### config.mk
export PLATFORM = sky130hd
export DESIGN_NAME = lfuc_ctrl
export DESIGN_NICKNAME = d
export VERILOG_FILES = /design/src/rtl/core/lfuc_pkg.sv /design/src/rtl/core/lfuc_ctrl.sv
export SDC_FILE = /design/constraint.sdc
export NUM_CORES = 1
export LEC_CHECK = 0
export BUFFER_PORTS_ARGS = -buffer_cell sky130_fd_sc_hd__buf_2
export CAP_MARGIN = 10
export CORE_AREA = 2 2 39 41
export DETAILED_ROUTE_END_ITERATION = 10
export DIE_AREA = 0 0 41 43
export PLACE_DENSITY = 0.7
export SYNTH_ARGS = -nofsm -noshare
export SYNTH_HDL_FRONTEND = slang
export SYNTH_SLANG_ARGS = --single-unit
### constraint.sdc
create_clock -name clock -period 2.97 [get_ports clock]
set_input_delay 0.297 -clock clock [delete_from_list [all_inputs] [get_ports clock]]
set_output_delay 0.297 -clock clock [all_outputs]
set_load 0.1 [all_outputs]
### src/rtl/core/lfuc_pkg.sv
// shared types and constants for the lfu cache core
// no dependencies; imported by lfuc_ctrl, lfuc_dpath and the top level
package lfuc_pkg;

   localparam int CAPACITY  = 64;
   localparam int IDX_W     = (CAPACITY > 1) ? $clog2(CAPACITY) : 1;
   localparam int CNT_W     = $clog2(CAPACITY + 1);
   localparam int DATA_W    = 32;
   localparam int CAP_REG_W = 7;
   localparam int CSR_W     = 32;
   localparam int CSR_ADDR_W = 3;

   localparam logic [CAP_REG_W-1:0] CAP_RESET   = 7'd64;
   localparam logic [DATA_W-1:0]    MISS_VALUE  = 32'hFFFF_FFFF;
   localparam logic                 MODE_GET    = 1'b0;
   localparam logic                 MODE_PUT    = 1'b1;
   localparam logic                 REG_CAPACITY = 1'b0;

   typedef struct packed {
      logic [DATA_W-1:0] key;
      logic [DATA_W-1:0] value;
      logic [DATA_W-1:0] use_count;
      logic [DATA_W-1:0] stamp;
   } slot_word_type;

   localparam int SLOT_W = $bits(slot_word_type);

   typedef struct packed {
      logic             load;
      logic             rd_en;
      logic [IDX_W-1:0] rd_addr;
      logic             commit;
   } lfuc_cmd_type;

   typedef struct packed {
      logic is_get;
      logic rsp_free;
   } lfuc_stat_type;

   function automatic logic [DATA_W-1:0] sat_inc(input logic [DATA_W-1:0] x);
      sat_inc = (x == {DATA_W{1'b1}}) ? x : x + DATA_W'(1);
   endfunction

endpackage

### src/rtl/core/lfuc_ctrl.sv
// sequencer for the lfu cache core: accept, slot scan, drain, commit
// depends on lfuc_pkg for command and status types
module lfuc_ctrl (
   input  logic                   clock,
   input  logic                   reset,
   input  logic                   req_valid,
   output logic                   req_ready,
   input  lfuc_pkg::lfuc_stat_type stat,
   output lfuc_pkg::lfuc_cmd_type  cmd
);
   import lfuc_pkg::*;

   localparam logic [1:0] ST_IDLE   = 2'd0;
   localparam logic [1:0] ST_SCAN   = 2'd1;
   localparam logic [1:0] ST_DRAIN  = 2'd2;
   localparam logic [1:0] ST_COMMIT = 2'd3;

   localparam logic [IDX_W-1:0] LAST_SLOT = IDX_W'(CAPACITY - 1);

   logic [1:0]       state_ff, state_in;
   logic [IDX_W-1:0] scan_ff, scan_in;

   always_comb begin
      state_in  = state_ff;
      scan_in   = scan_ff;
      req_ready = 1'b0;
      cmd       = '0;
      case (state_ff)
         ST_IDLE: begin
            req_ready = 1'b1;
            if (req_valid) begin
               cmd.load = 1'b1;
               scan_in  = '0;
               state_in = ST_SCAN;
            end
         end
         ST_SCAN: begin
            cmd.rd_en   = 1'b1;
            cmd.rd_addr = scan_ff;
            scan_in     = scan_ff + IDX_W'(1);
            if (scan_ff == LAST_SLOT) begin
               state_in = ST_DRAIN;
            end
         end
         ST_DRAIN: begin
            state_in = ST_COMMIT;
         end
         ST_COMMIT: begin
            if (!stat.is_get || stat.rsp_free) begin
               cmd.commit = 1'b1;
               state_in   = ST_IDLE;
            end
         end
         default: begin
            state_in = ST_IDLE;
         end
      endcase
   end

   always_ff @(posedge clock) begin
      if (reset) begin
         state_ff <= ST_IDLE;
         scan_ff  <= '0;
      end else begin
         state_ff <= state_in;
         scan_ff  <= scan_in;
      end
   end
endmodule

# == After elaboration in Yosys (flattened, before gate mapping) ==
# Index checks and enable logic that the tools add are counted.
# W data, S select, Z words.
# word_totals
register_bits,8
out_inout_bits,10
wordCells,28
# classes
n_addsub,1
eq_ne,7
muxes,12
n_reduce_logical,6
# ops
cell,n
$pmux W6 S2,1
$pmux W2 S4,1
$mux W7,1
$add A6 B1 Y6 const B,1
$eq A6 B6 Y1 const B,1
$mux W2,3
$mux W6,1
$ne A2 B2 Y1 const B,3
$mux W1,5
$eq A2 B2 Y1 const B,2
$reduce_and A3 Y1,1
$eq A2 B1 Y1 const B,1
$logic_not A2 Y1,1
$reduce_and A2 Y1,1
$reduce_bool A2 Y1,1
$logic_not A1 Y1,1
$logic_or A1 B1 Y1,1

# == Longest topological paths before layout ==
# Gate-level depths: netlist (run 1).
# depth
depth_word,4
ltp_mapped,7
ltp_nobuf,6

# == Least setup slack after synthesis (run 1) ==
# Ideal clock, no wire load.
# synth_path
path_kind,register to register
from,register state_ff[0]
to,register scan_ff[3]
setup_time_ps,122
arrival_ps,2431
required_ps,2848
path_slack_ps,417
path_stages_with_launch,6
path_buffers,0
path_cell_list,dfxtp_1 -> inv_1 -> ha_1 -> and2_1 -> a21o_2 -> a21oi_1
# synth_between
elab_chain_cells,3
word_cells_on_any_way,6
classes_between,eq/ne: 2; mux: 1; reduce/logical: 3
# synth_lines
item,line_no,rtl
start: declaration,lfuc_ctrl.sv:20,"logic [1:0] state_ff, state_in;"
start signal: assignment,lfuc_ctrl.sv:65,state_ff <= state_in;
$eq A2 B1 Y1 / $logic_not A2 Y1 (equally long branches),lfuc_ctrl.sv:28,case (state_ff)
$reduce_bool A2 Y1 (no source line) / $ne A2 B2 Y1 (equally long branches),--,
$reduce_and A2 Y1 (no source line),--,
end signal: assignment,lfuc_ctrl.sv:66,scan_ff <= scan_in;
end: declaration,lfuc_ctrl.sv:21,"logic [IDX_W-1:0] scan_ff, scan_in;"
# Several ways; a longest one is shown, not always the timed one.
# A chain may end at the register's enable or synchronous reset.

==> results.yml, run 1 <==
run_status:
  status: "complete, no violations"
timing:
  post-route-min-period_ps: 1930
  finalSetupViolCount: 0
  tightestPinTransition_ps: 528
  fin_hold_ws_ps: 301
  final_hold_viol_count: 0
  fin_skew_ps: 3.75
  maxSlewViolCount: 0
  fin_setup_tns_ps: 0
  slew_headroom_pct: 63.8
  max_clock_freq_ghz: 0.519
  rsz0062_at_grt: "no"
  finalCritPeriodShare_pct: 64.9
clock_network:
  clkSlewWorstSetupHoldPaths_ps: 60
  cts-buffers-inserted: 3
  cts_resized: 0
  ctsHoldBuffers: 0
  cts.sinks: 8
  cts_root_buf: "clkbuf_4"
  clock_latency_ps: 260
  clockBufferDepth: 2
  cts_setup_buffers: 0
  cts_tree: "yes"
  cts_max_level: 1
grt:
  grt_util_all_layers_pct: 15.3
  grt_pass1_vias: 409
  grt_pass1_wl_um: 1730
  grt_max_degree: 13
  antenna_found_initial: 0
  grt_overflow: 0
worst_setup_path:
  cp.arrival_ps: 1630
  end_kind: "output port"
  worstSetupStartpoint: "state_ff[1]$_SDFFE_PP0P_"
  worstSetupStartpointType: "register"
  worst_path_max_delay_cell: "buf_2"
  cp_max_fo: 12
  path_cells: "inv_1, ha_1, and2_2, buf_2"
  crit_required_ps: 2670
  max_stage_delay_ps: 410
  reg2reg_to: "scan_ff[5]$_SDFFE_PP0P_"
  worst_r2r_path_depth: 6
  crit_end: "cmd[1]"
  reg2reg_setup_slack_ps: 1290
  r2r_start: "state_ff[1]$_SDFFE_PP0P_"
  worstSetupPathType: "reg -> out"
yosys:
  synth_most_common_cell: "dfxtp_1"
  synth.mux.area_fraction_pct: 5.65
  yosysSeqAreaShare_pct: 30.1
  synth_common_cells: "dfxtp_1 (8), and2_2 (6), ha_1 (5)"
  netlist_area_sq_um: 532
  synth.area.top_cells: "dfxtp_1 (30%), ha_1 (12%), and2_2 (8.5%)"
  synth_top_family_by_area: "simple AND/OR/NAND/NOR gates"
  synth_warnings: 0
  synthAdderAreaFrac_pct: 11.8
  synth-edff-count: 0
  synth_cells: 64
  ys_types: 24
  synth.top_cell.area_share_pct: 30.1
  synth_area_per_cell_sq_um: 8.31
  synth-xor-area-share_pct: 1.65
  syn_nets: 74
  ys_seq_elements: 8
  synth_largest_area_cell: "dfxtp_1"
  synth-compound-area-share_pct: 14.8
  synth_ff_type: "dfxtp_1"
  synthSimpleGateAreaFrac_pct: 32.5
  ys_async_sr_fraction_pct: 0
power_and_ir_drop:
  powerDensity_nw_per_um2: 935
  leakage_nw: 0.291
  vdd_drop_max_mv: 0.398
cells_and_area:
  diodes: 0
  syn_to_final_growth_pct: 19.8
  num-fill-cells: 145
  drive_gt1_share_pct: 31.6
  fin_nets: 91
job:
  cap_violations: 0
floorplanning:
  rows: 14
  initial_core_util_pct: 38.4
  die_y_um: 43
  die_w_um: 41
  die-area_sq_um: 1760
  core_sq_um: 1380
  ios: 15
drt:
  drt_iter0_markers: 2
  vias: 472
  drt-pass1-iter-count: 3
  final_antenna_net_count: 0
  viasPerCell: 4.97
  drc: 0
  wl_per_cell_um: 11.0
  drt_wl_total_um: 1050
placement:
  gp_congestion: 0.700
  portBuffers: 14
  hpwlAfterDp_um: 817
worst_hold_path:
  min_path_type: "in -> reg"
-- sequential cells by signal (all words and copies together), names as in the netlist --
name and cells:
scan_ff 6, state_ff 2
-- per-stage QoR --
stage / area, sq um / cells / setup slack, ps / power, mW / util (%)
after global placement: 614 / 92 / 1310 / 0.511 / 44.4
after detailed placement: 614 / 92 / 1270 / 0.514 / 44.4
final: 637 / 95 / 1040 / 0.596 / 46.0
after global routing: 637 / 95 / 971 / 0.631 / 46.0
after CTS: 637 / 95 / 1030 / 0.604 / 46.0
after floorplan: 532 / 64 / 417 / 0.462 / -
-- how the worst min path moves through the flow --
stage / slack [ps] / end / start / cells past startpoint
3_5_place_dp: 500 / scan_ff[0]$_SDFFE_PP0P_ / scan_ff[0]$_SDFFE_PP0P_ / 2
2_1_floorplan: 470 / scan_ff[0]$_SDFFE_PP0P_ / scan_ff[0]$_SDFFE_PP0P_ / 2
3_3_place_gp: 490 / scan_ff[0]$_SDFFE_PP0P_ / scan_ff[0]$_SDFFE_PP0P_ / 2
5_1_grt: 310 / scan_ff[4]$_SDFFE_PP0P_ / reset / 2
6_report: 300 / scan_ff[4]$_SDFFE_PP0P_ / reset / 2
4_1_cts: 300 / scan_ff[0]$_SDFFE_PP0P_ / reset / 2
-- critical path: cells and delay by family (launching register included) --
family,cells,cell delay (ps)
adder cells (fa/ha/maj),1,330
flip-flops,1,340
AND/OR/NAND/NOR,1,200
buffers and inverters,2,500
-- cell type report --
cell class | count | area, sq um | share of cell area, %
Multi-Input combinational cell | 51 | 353 | 55.4
Inverter | 3 | 11.3 | 1.77
Tap cell | 16 | 20.0 | 3.14
Sequential cell | 8 | 160 | 25.1
Clock buffer | 3 | 22.5 | 3.54
Timing Repair Buffer | 14 | 70.1 | 11.0
-- cells by family (layout without fill, tap and decap cells) --
logic type / count (synthesis) / after routing
mux: 3 / 3
xor+xnor: 1 / 1
buf+inv: 5 / 20
compound gates: 12 / 12
simple gates: 30 / 30
fa+ha+maj: 5 / 5
flops: 8 / 8
-- per-layer routing --
layer | track usage, % | share of wire, % | vias to the layer above
met1 | 17.0 | 43 | 207
met5 | 0 | 0 | -
li1 | - | - | 248
met3 | 3.14 | 3.5 | 5
met2 | 22.8 | 49 | 12
met4 | 14.0 | 4.2 | 0
-- cell usage in the layout, fill, tap and decap left out, drive strengths merged --
cell    Yosys  final
o21bai      1      1
nor2        3      3
nor3b       1      1
mux2i       3      3
nand3       3      3
xnor2       1      1
nand2       4      4
ha          5      5
a21o        1      1
a211oi      1      1
buf         1     14
nor2b       4      4
nand2b      3      3
clkbuf      1      3
nor3        2      2
inv         3      3
or3         2      2
o21ai       3      3
o21a        1      1
a22oi       1      1
a21oi       4      4
dfxtp       8      8
and2        8      8
-- power breakdown --
part | switching (mW) | internal [mW] | leakage [nW]
Combinational | 0.281 | 0.0852 | 0.212
Sequential | 0.0178 | 0.125 | 0.0649
Clock | 0.0401 | 0.0465 | 0.0138
No activity file was read; power rests on OpenSTA's default activity.
==> run 2: changes to the inputs <==
--- a/config.mk
+++ b/config.mk
@@ -5,12 +5,13 @@
 export SDC_FILE = /design/constraint.sdc
 export NUM_CORES = 1
 export LEC_CHECK = 0
+export ABC_AREA = 1
 export BUFFER_PORTS_ARGS = -buffer_cell sky130_fd_sc_hd__buf_2
 export CAP_MARGIN = 10
 export CORE_AREA = 2 2 39 41
 export DETAILED_ROUTE_END_ITERATION = 10
 export DIE_AREA = 0 0 41 43
-export PLACE_DENSITY = 0.7
+export PLACE_DENSITY = 0.73
 export SYNTH_ARGS = -nofsm -noshare
 export SYNTH_HDL_FRONTEND = slang
 export SYNTH_SLANG_ARGS = --single-unit
==> constraint.sdc (replaced) <==
create_clock -name clock -period 1.9 [get_ports clock]
set_input_delay 0.19 -clock clock [delete_from_list [all_inputs] [get_ports clock]]
set_output_delay 0.19 -clock clock [all_outputs]
set_load 0.1 [all_outputs]
==> run 2 against run 1 <==
Net effect:
- register-to-register slack lost 790 ps
- cell count grew 21%
- non-clock buffer count is the same
- highest routed layer unchanged
- synthesized cell count grew 30%
- critical endpoint is now cmd[6]
- critical path type unchanged
- combinational power grew 100%
==> results.yml, run 2 <==
timing:
  maxSlewViolCount: 0
  tightestPinTransition_ps: 493
  layout_setup_ws_ps: 151
  finalSetupViolCount: 0
  post-route-min-period_ps: 1750
  slew_headroom_pct: 67.3
  max_clock_freq_ghz: 0.572
  fin_hold_ws_ps: 149
  rsz0062_at_grt: "no"
  fin_skew_ps: 6.55
  finalCritPeriodShare_pct: 92.0
  fin_setup_tns_ps: 0
  final_hold_viol_count: 0
yosys:
  synth_cells: 83
  synth_most_common_cell: "inv_1"
  ys_seq_elements: 8
  synth.area.top_cells: "dfxtp_1 (28%), inv_1 (13%), ha_1 (11%)"
  netlist_area_sq_um: 572
  ys_async_sr_fraction_pct: 0
  synth-edff-count: 0
  synth_largest_area_cell: "dfxtp_1"
  ys_types: 21
  synth_warnings: 0
  synth.top_cell.area_share_pct: 28.0
  synth_ff_type: "dfxtp_1"
  synth_area_per_cell_sq_um: 6.89
  syn_nets: 93
  yosysSeqAreaShare_pct: 28.0
  synth_common_cells: "inv_1 (20), nand2_1 (16), dfxtp_1 (8), nand3_1 (7), nor2_1 (7)"
drt:
  viasPerCell: 4.66
  drt_iter0_markers: 3
  drt_wl_total_um: 1100
  vias: 536
  wl_per_cell_um: 9.53
  drt-pass1-iter-count: 2
  final_antenna_net_count: 0
  met3_length_um: 43
  dr_wl_met2_um: 515
  top_layer: "met4"
  drc: 0
  route.layer.met1.wl_um: 504
clock_network:
  cts_resized: 0
  clkSlewWorstSetupHoldPaths_ps: 60
  clock_latency_ps: 260
  cts_setup_buffers: 0
  cts_tree: "yes"
  cts_root_buf: "clkbuf_4"
  clockBufferDepth: 2
  cts.sinks: 8
  cts-buffers-inserted: 3
  ctsHoldBuffers: 0
  cts_max_level: 1
placement:
  gp_congestion: 0.692
  pre_cts_slack_ps: 324
  hpwlAfterDp_um: 878
  portBuffers: 14
cells_and_area:
  fin_nets: 111
  num-fill-cells: 145
  layout_common_cells: "nand2_1 (16), inv_1 (13), clkbuf_4 (9), buf_2 (8), dfxtp_1 (8)"
  syn_to_final_growth_pct: 28.2
  final_common_cell: "nand2_1"
  regMostFlops: "scan_ff"
  largest_reg_flops: 6
  top_regs: "scan_ff x6, state_ff x2"
  diodes: 0
  drive_gt1_share_pct: 35.4
worst_setup_path:
  worstSetupStartpointType: "register"
  cp.arrival_ps: 1560
  cp_max_fo: 11
  worstSetupPathType: "reg -> out"
  crit_required_ps: 1710
  end_kind: "output port"
grt:
  grt_pass1_wl_um: 1880
  grt_util_all_layers_pct: 15.6
  grt_overflow: 0
  antenna_found_initial: 0
  grt_max_degree: 12
  grt_pass1_vias: 496
floorplanning:
  core_sq_um: 1380
  die_y_um: 43
  die-area_sq_um: 1760
  ios: 15
  rows: 14
  initial_core_util_pct: 41.3
  die_w_um: 41
power_and_ir_drop:
  powerDensity_nw_per_um2: 1500
  vdd_drop_max_mv: 0.973
  leakage_nw: 0.321
  total_power_mw: 1.10
run_status:
  status: "complete, no violations"
worst_hold_path:
  min_path_type: "in -> reg"
job:
  cap_violations: 0
run 2: cell count changes after synthesis, moves of 3 or more:
cell      previous run  this run
and2_2               6         0
inv_1                3        20
mux2i_1              3         0
nand2_1              4        16
nand2b_1             3         0
nand3_1              3         7
nor2_1               3         7
nor2b_1              4         0
run 2: logic make-up (layout without fill, tap and decap cells):
kind of cell | count (synthesis) | count (layout) | synth area share [%]
buf+inv | 22 | 38 | 15.8
xor+xnor | 1 | 1 | 1.53
compound gates | 10 | 10 | 12.7
flops | 8 | 8 | 28.0
simple gates | 37 | 37 | 31.1
fa+ha+maj | 5 | 5 | 10.9
run 2: report_power, final:
| part | internal (mW) | total (mW) | switching, mW |
|---|---|---|---|
| registers | 0.199 | 0.230 | 0.0315 |
| logic | 0.189 | 0.737 | 0.549 |
| clock network | 0.0724 | 0.132 | 0.0594 |
| total | 0.460 | 1.10 | 0.640 |
run 2: path summary, 6_finish.rpt:
path	depth (start not counted)	end	from	slack (ps)
min	2	scan_ff[1]$_SDFFE_PP0P_	reset	150
max reg2reg	7	scan_ff[2]$_SDFFE_PP0P_	state_ff[0]$_SDFFE_PP0P_	500
max	5	cmd[6]	state_ff[1]$_SDFFE_PP0P_	150
min reg2reg	2	scan_ff[1]$_SDFFE_PP0P_	scan_ff[1]$_SDFFE_PP0P_	530
run 2: layout make-up:
cell class              count  area [sq um]  share of cell area, %
multi-input cells          53           340                   46.4
flip-flops and latches      8           160                   21.8
inverters                  21           105                   14.3
repair buffers             14          85.1                   11.6
clock buffers               3          22.5                   3.07
well taps                  16          20.0                   2.73
run 2: routing by layer:
metal / GRT usage [%] / vias to the layer above
li1: - / 286
met2: 25.3 / 10
met3: 3.14 / 5
met1: 17.3 / 235
met5: 0 / -
met4: 10.0 / 0
run 2: worst max-delay path, stage by stage, from the launching register on:
cell and delay (ps):
dfxtp_1 330, inv_1 120, ha_2 330, nand2_1 130, clkinvlp_4 80, clkbuf_4 310
run 2: through the flow:
stage	std cells	area, sq um	utilization, %
after detailed placement	112	696	50.3
after global placement	112	696	50.3
final	115	733	53.0
after global routing	115	733	53.0
after CTS	115	718	51.9
after floorplan	83	617	-
==> run 3: changes to the inputs <==
--- a/config.mk
+++ b/config.mk
@@ -12,6 +12,7 @@
 export DETAILED_ROUTE_END_ITERATION = 10
 export DIE_AREA = 0 0 41 43
 export PLACE_DENSITY = 0.73
+export SLEW_MARGIN = 25
 export SYNTH_ARGS = -nofsm -noshare
 export SYNTH_HDL_FRONTEND = slang
 export SYNTH_SLANG_ARGS = --single-unit
==> constraint.sdc (replaced) <==
create_clock -name clock -period 1.9 [get_ports clock]
set_input_delay 0.19 -clock clock [delete_from_list [all_inputs] [get_ports clock]]
set_output_delay 0.19 -clock clock [all_outputs]
set_load 0.01 [all_outputs]
==> run 3 against run 2 <==
Net effect:
- non-clock buffer count unchanged
- global-route usage decreased by 1.3 points
- largest cell class unchanged
- utilization decreased by 4.3 points
- worst hold slack about the same
- via count decreased by 0.19%
- critical path type unchanged
- sequential power about the same
- sequential cell count unchanged
- design area decreased by 8.2%
- highest routed layer unchanged
- first-iteration DRC count increased to 6.0 times the previous value
- maximum frequency increased by 10%
==> results.yml, run 3 (synthesis results as in run 2) <==
power_and_ir_drop:
  leakage_nw: 0.394
  clock_power_share_pct: 16.9
  powerDensity_nw_per_um2: 1140
  p_seq_share_pct: 29.8
  vdd_drop_max_mv: 0.728
  pwr-share-comb_pct: 53.3
  p_sw_share_pct: 44.2
  p_int_mw: 0.430
  total_power_mw: 0.770
  power.net_switching_mw: 0.340
placement:
  dp.cells: 112
  portBuffers: 14
  place_area_sq_um: 651
  pre_cts_slack_ps: 432
  gp_congestion: 0.737
  hpwlAfterDp_um: 825
worst_setup_path:
  end_kind: "output port"
  worst_path_max_delay_cell: "ha_1"
  worstSetupPathType: "reg -> out"
  crit_required_ps: 1710
  cp_common_cell: "inv_1"
  cp_max_fo: 11
  worstSetupStartpointType: "register"
  max_stage_delay_ps: 430
  cp.arrival_ps: 1390
  path_cells: "inv_1, ha_1, nand2_1, inv_1, buf_2"
cells_and_area:
  top_regs: "scan_ff x6, state_ff x2"
  drive_gt1_share_pct: 25.3
  final_cells: 115
  stdcell_area_sq_um: 673
  fin_nets: 111
  largest_reg_flops: 6
  diodes: 0
  final_common_cell: "inv_1"
  layout_common_cells: "inv_1 (20), nand2_1 (16), buf_2 (14), dfxtp_1 (8)"
  regMostFlops: "scan_ff"
  syn_to_final_growth_pct: 17.7
grt:
  grt_max_degree: 12
  grt_util_all_layers_pct: 14.3
  grt_pass1_vias: 459
  grt_pass1_wl_um: 1700
  antenna_found_initial: 0
  grt_overflow: 0
timing:
  slew_headroom_pct: 70.7
  finalCritPeriodShare_pct: 83.4
  tightestPinTransition_ps: 440
  fin_setup_tns_ps: 0
  fin_skew_ps: 9.25
  maxSlewViolCount: 0
  finalSetupViolCount: 0
  max_clock_freq_ghz: 0.631
  layout_setup_ws_ps: 316
  final_hold_viol_count: 0
  rsz0062_at_grt: "no"
  post-route-min-period_ps: 1580
drt:
  drt_wl_total_um: 1010
  wl_per_cell_um: 8.79
  final_antenna_net_count: 0
  vias: 535
  drt_iter0_markers: 18
  viasPerCell: 4.65
  drt-pass1-iter-count: 4
  drc: 0
floorplanning:
  core_sq_um: 1380
  rows: 14
  die_w_um: 41
  ios: 15
  die-area_sq_um: 1760
  initial_core_util_pct: 41.3
  die_y_um: 43
clock_network:
  ctsHoldBuffers: 0
  cts-buffers-inserted: 3
  cts_max_level: 1
  cts_resized: 0
  clock_latency_ps: 250
  clkSlewWorstSetupHoldPaths_ps: 60
  cts.sinks: 8
  cts_tree: "yes"
  clockBufferDepth: 2
  cts_root_buf: "clkbuf_4"
  cts_setup_buffers: 0
worst_hold_path:
  min_path_type: "in -> reg"
job:
  cap_violations: 0
run_status:
  status: "complete, no violations"
[run 3: cell types whose count changed in the layout (fill, tap and decap cells not counted), sizes merged]
cell | previous run | this run
buf | 8 | 14
clkinvlp | 7 | 0
inv | 14 | 21
clkbuf | 9 | 3
[run 3: final timing paths]
check	end	start	slack (ps)	cells past startpoint
hold / removal	scan_ff[1]$_SDFFE_PP0P_	reset	150	2
setup / recovery	cmd[6]	state_ff[1]$_SDFFE_PP0P_	320	5
hold reg to reg	scan_ff[1]$_SDFFE_PP0P_	scan_ff[1]$_SDFFE_PP0P_	530	2
setup reg to reg	scan_ff[4]$_SDFFE_PP0P_	state_ff[1]$_SDFFE_PP0P_	430	7
[run 3: stage by stage]
step / util (%) / hold slack (ps)
after floorplan: - / 259
after global placement: 47.0 / 420
after detailed placement: 47.0 / 414
after CTS: 48.6 / 142
after global routing: 48.6 / 160
final: 48.6 / 149
[run 3: power groups by stage]
stage | Clock, mW | Combinational (mW) | Sequential (mW)
after floorplan | 0 | 0.343 | 0.227
final | 0.130 | 0.411 | 0.229
after CTS | 0.135 | 0.413 | 0.229
after global routing | 0.138 | 0.462 | 0.235
after global placement | 0 | 0.409 | 0.232
after detailed placement | 0 | 0.411 | 0.233
[run 3: final cells by class]
cell class	count	area, sq um
Inverter	21	78.8
Sequential cell	8	160
Fill cell	140	711
Clock buffer	3	22.5
Tap cell	16	20.0
Multi-Input combinational cell	53	322
Timing Repair Buffer	14	70.1
[run 3: per-layer routing]
metal / track usage (%) / up-vias / wire length, um
li1: - / 288 / -
met1: 17.5 / 234 / 466
met2: 20.9 / 11 / 490
met3: 3.14 / 2 / 44
met4: 10.0 / 0 / 9
met5: 0 / - / 0
[run 3: worst max-delay path: cells and delay by family (launching register included)]
| kind | cells | cell delay, ps |
|---|---|---|
| adder cells (fa/ha/maj) | 1 | 430 |
| flip-flops | 1 | 330 |
| AND/OR/NAND/NOR | 1 | 120 |
| buffers and inverters | 3 | 270 |
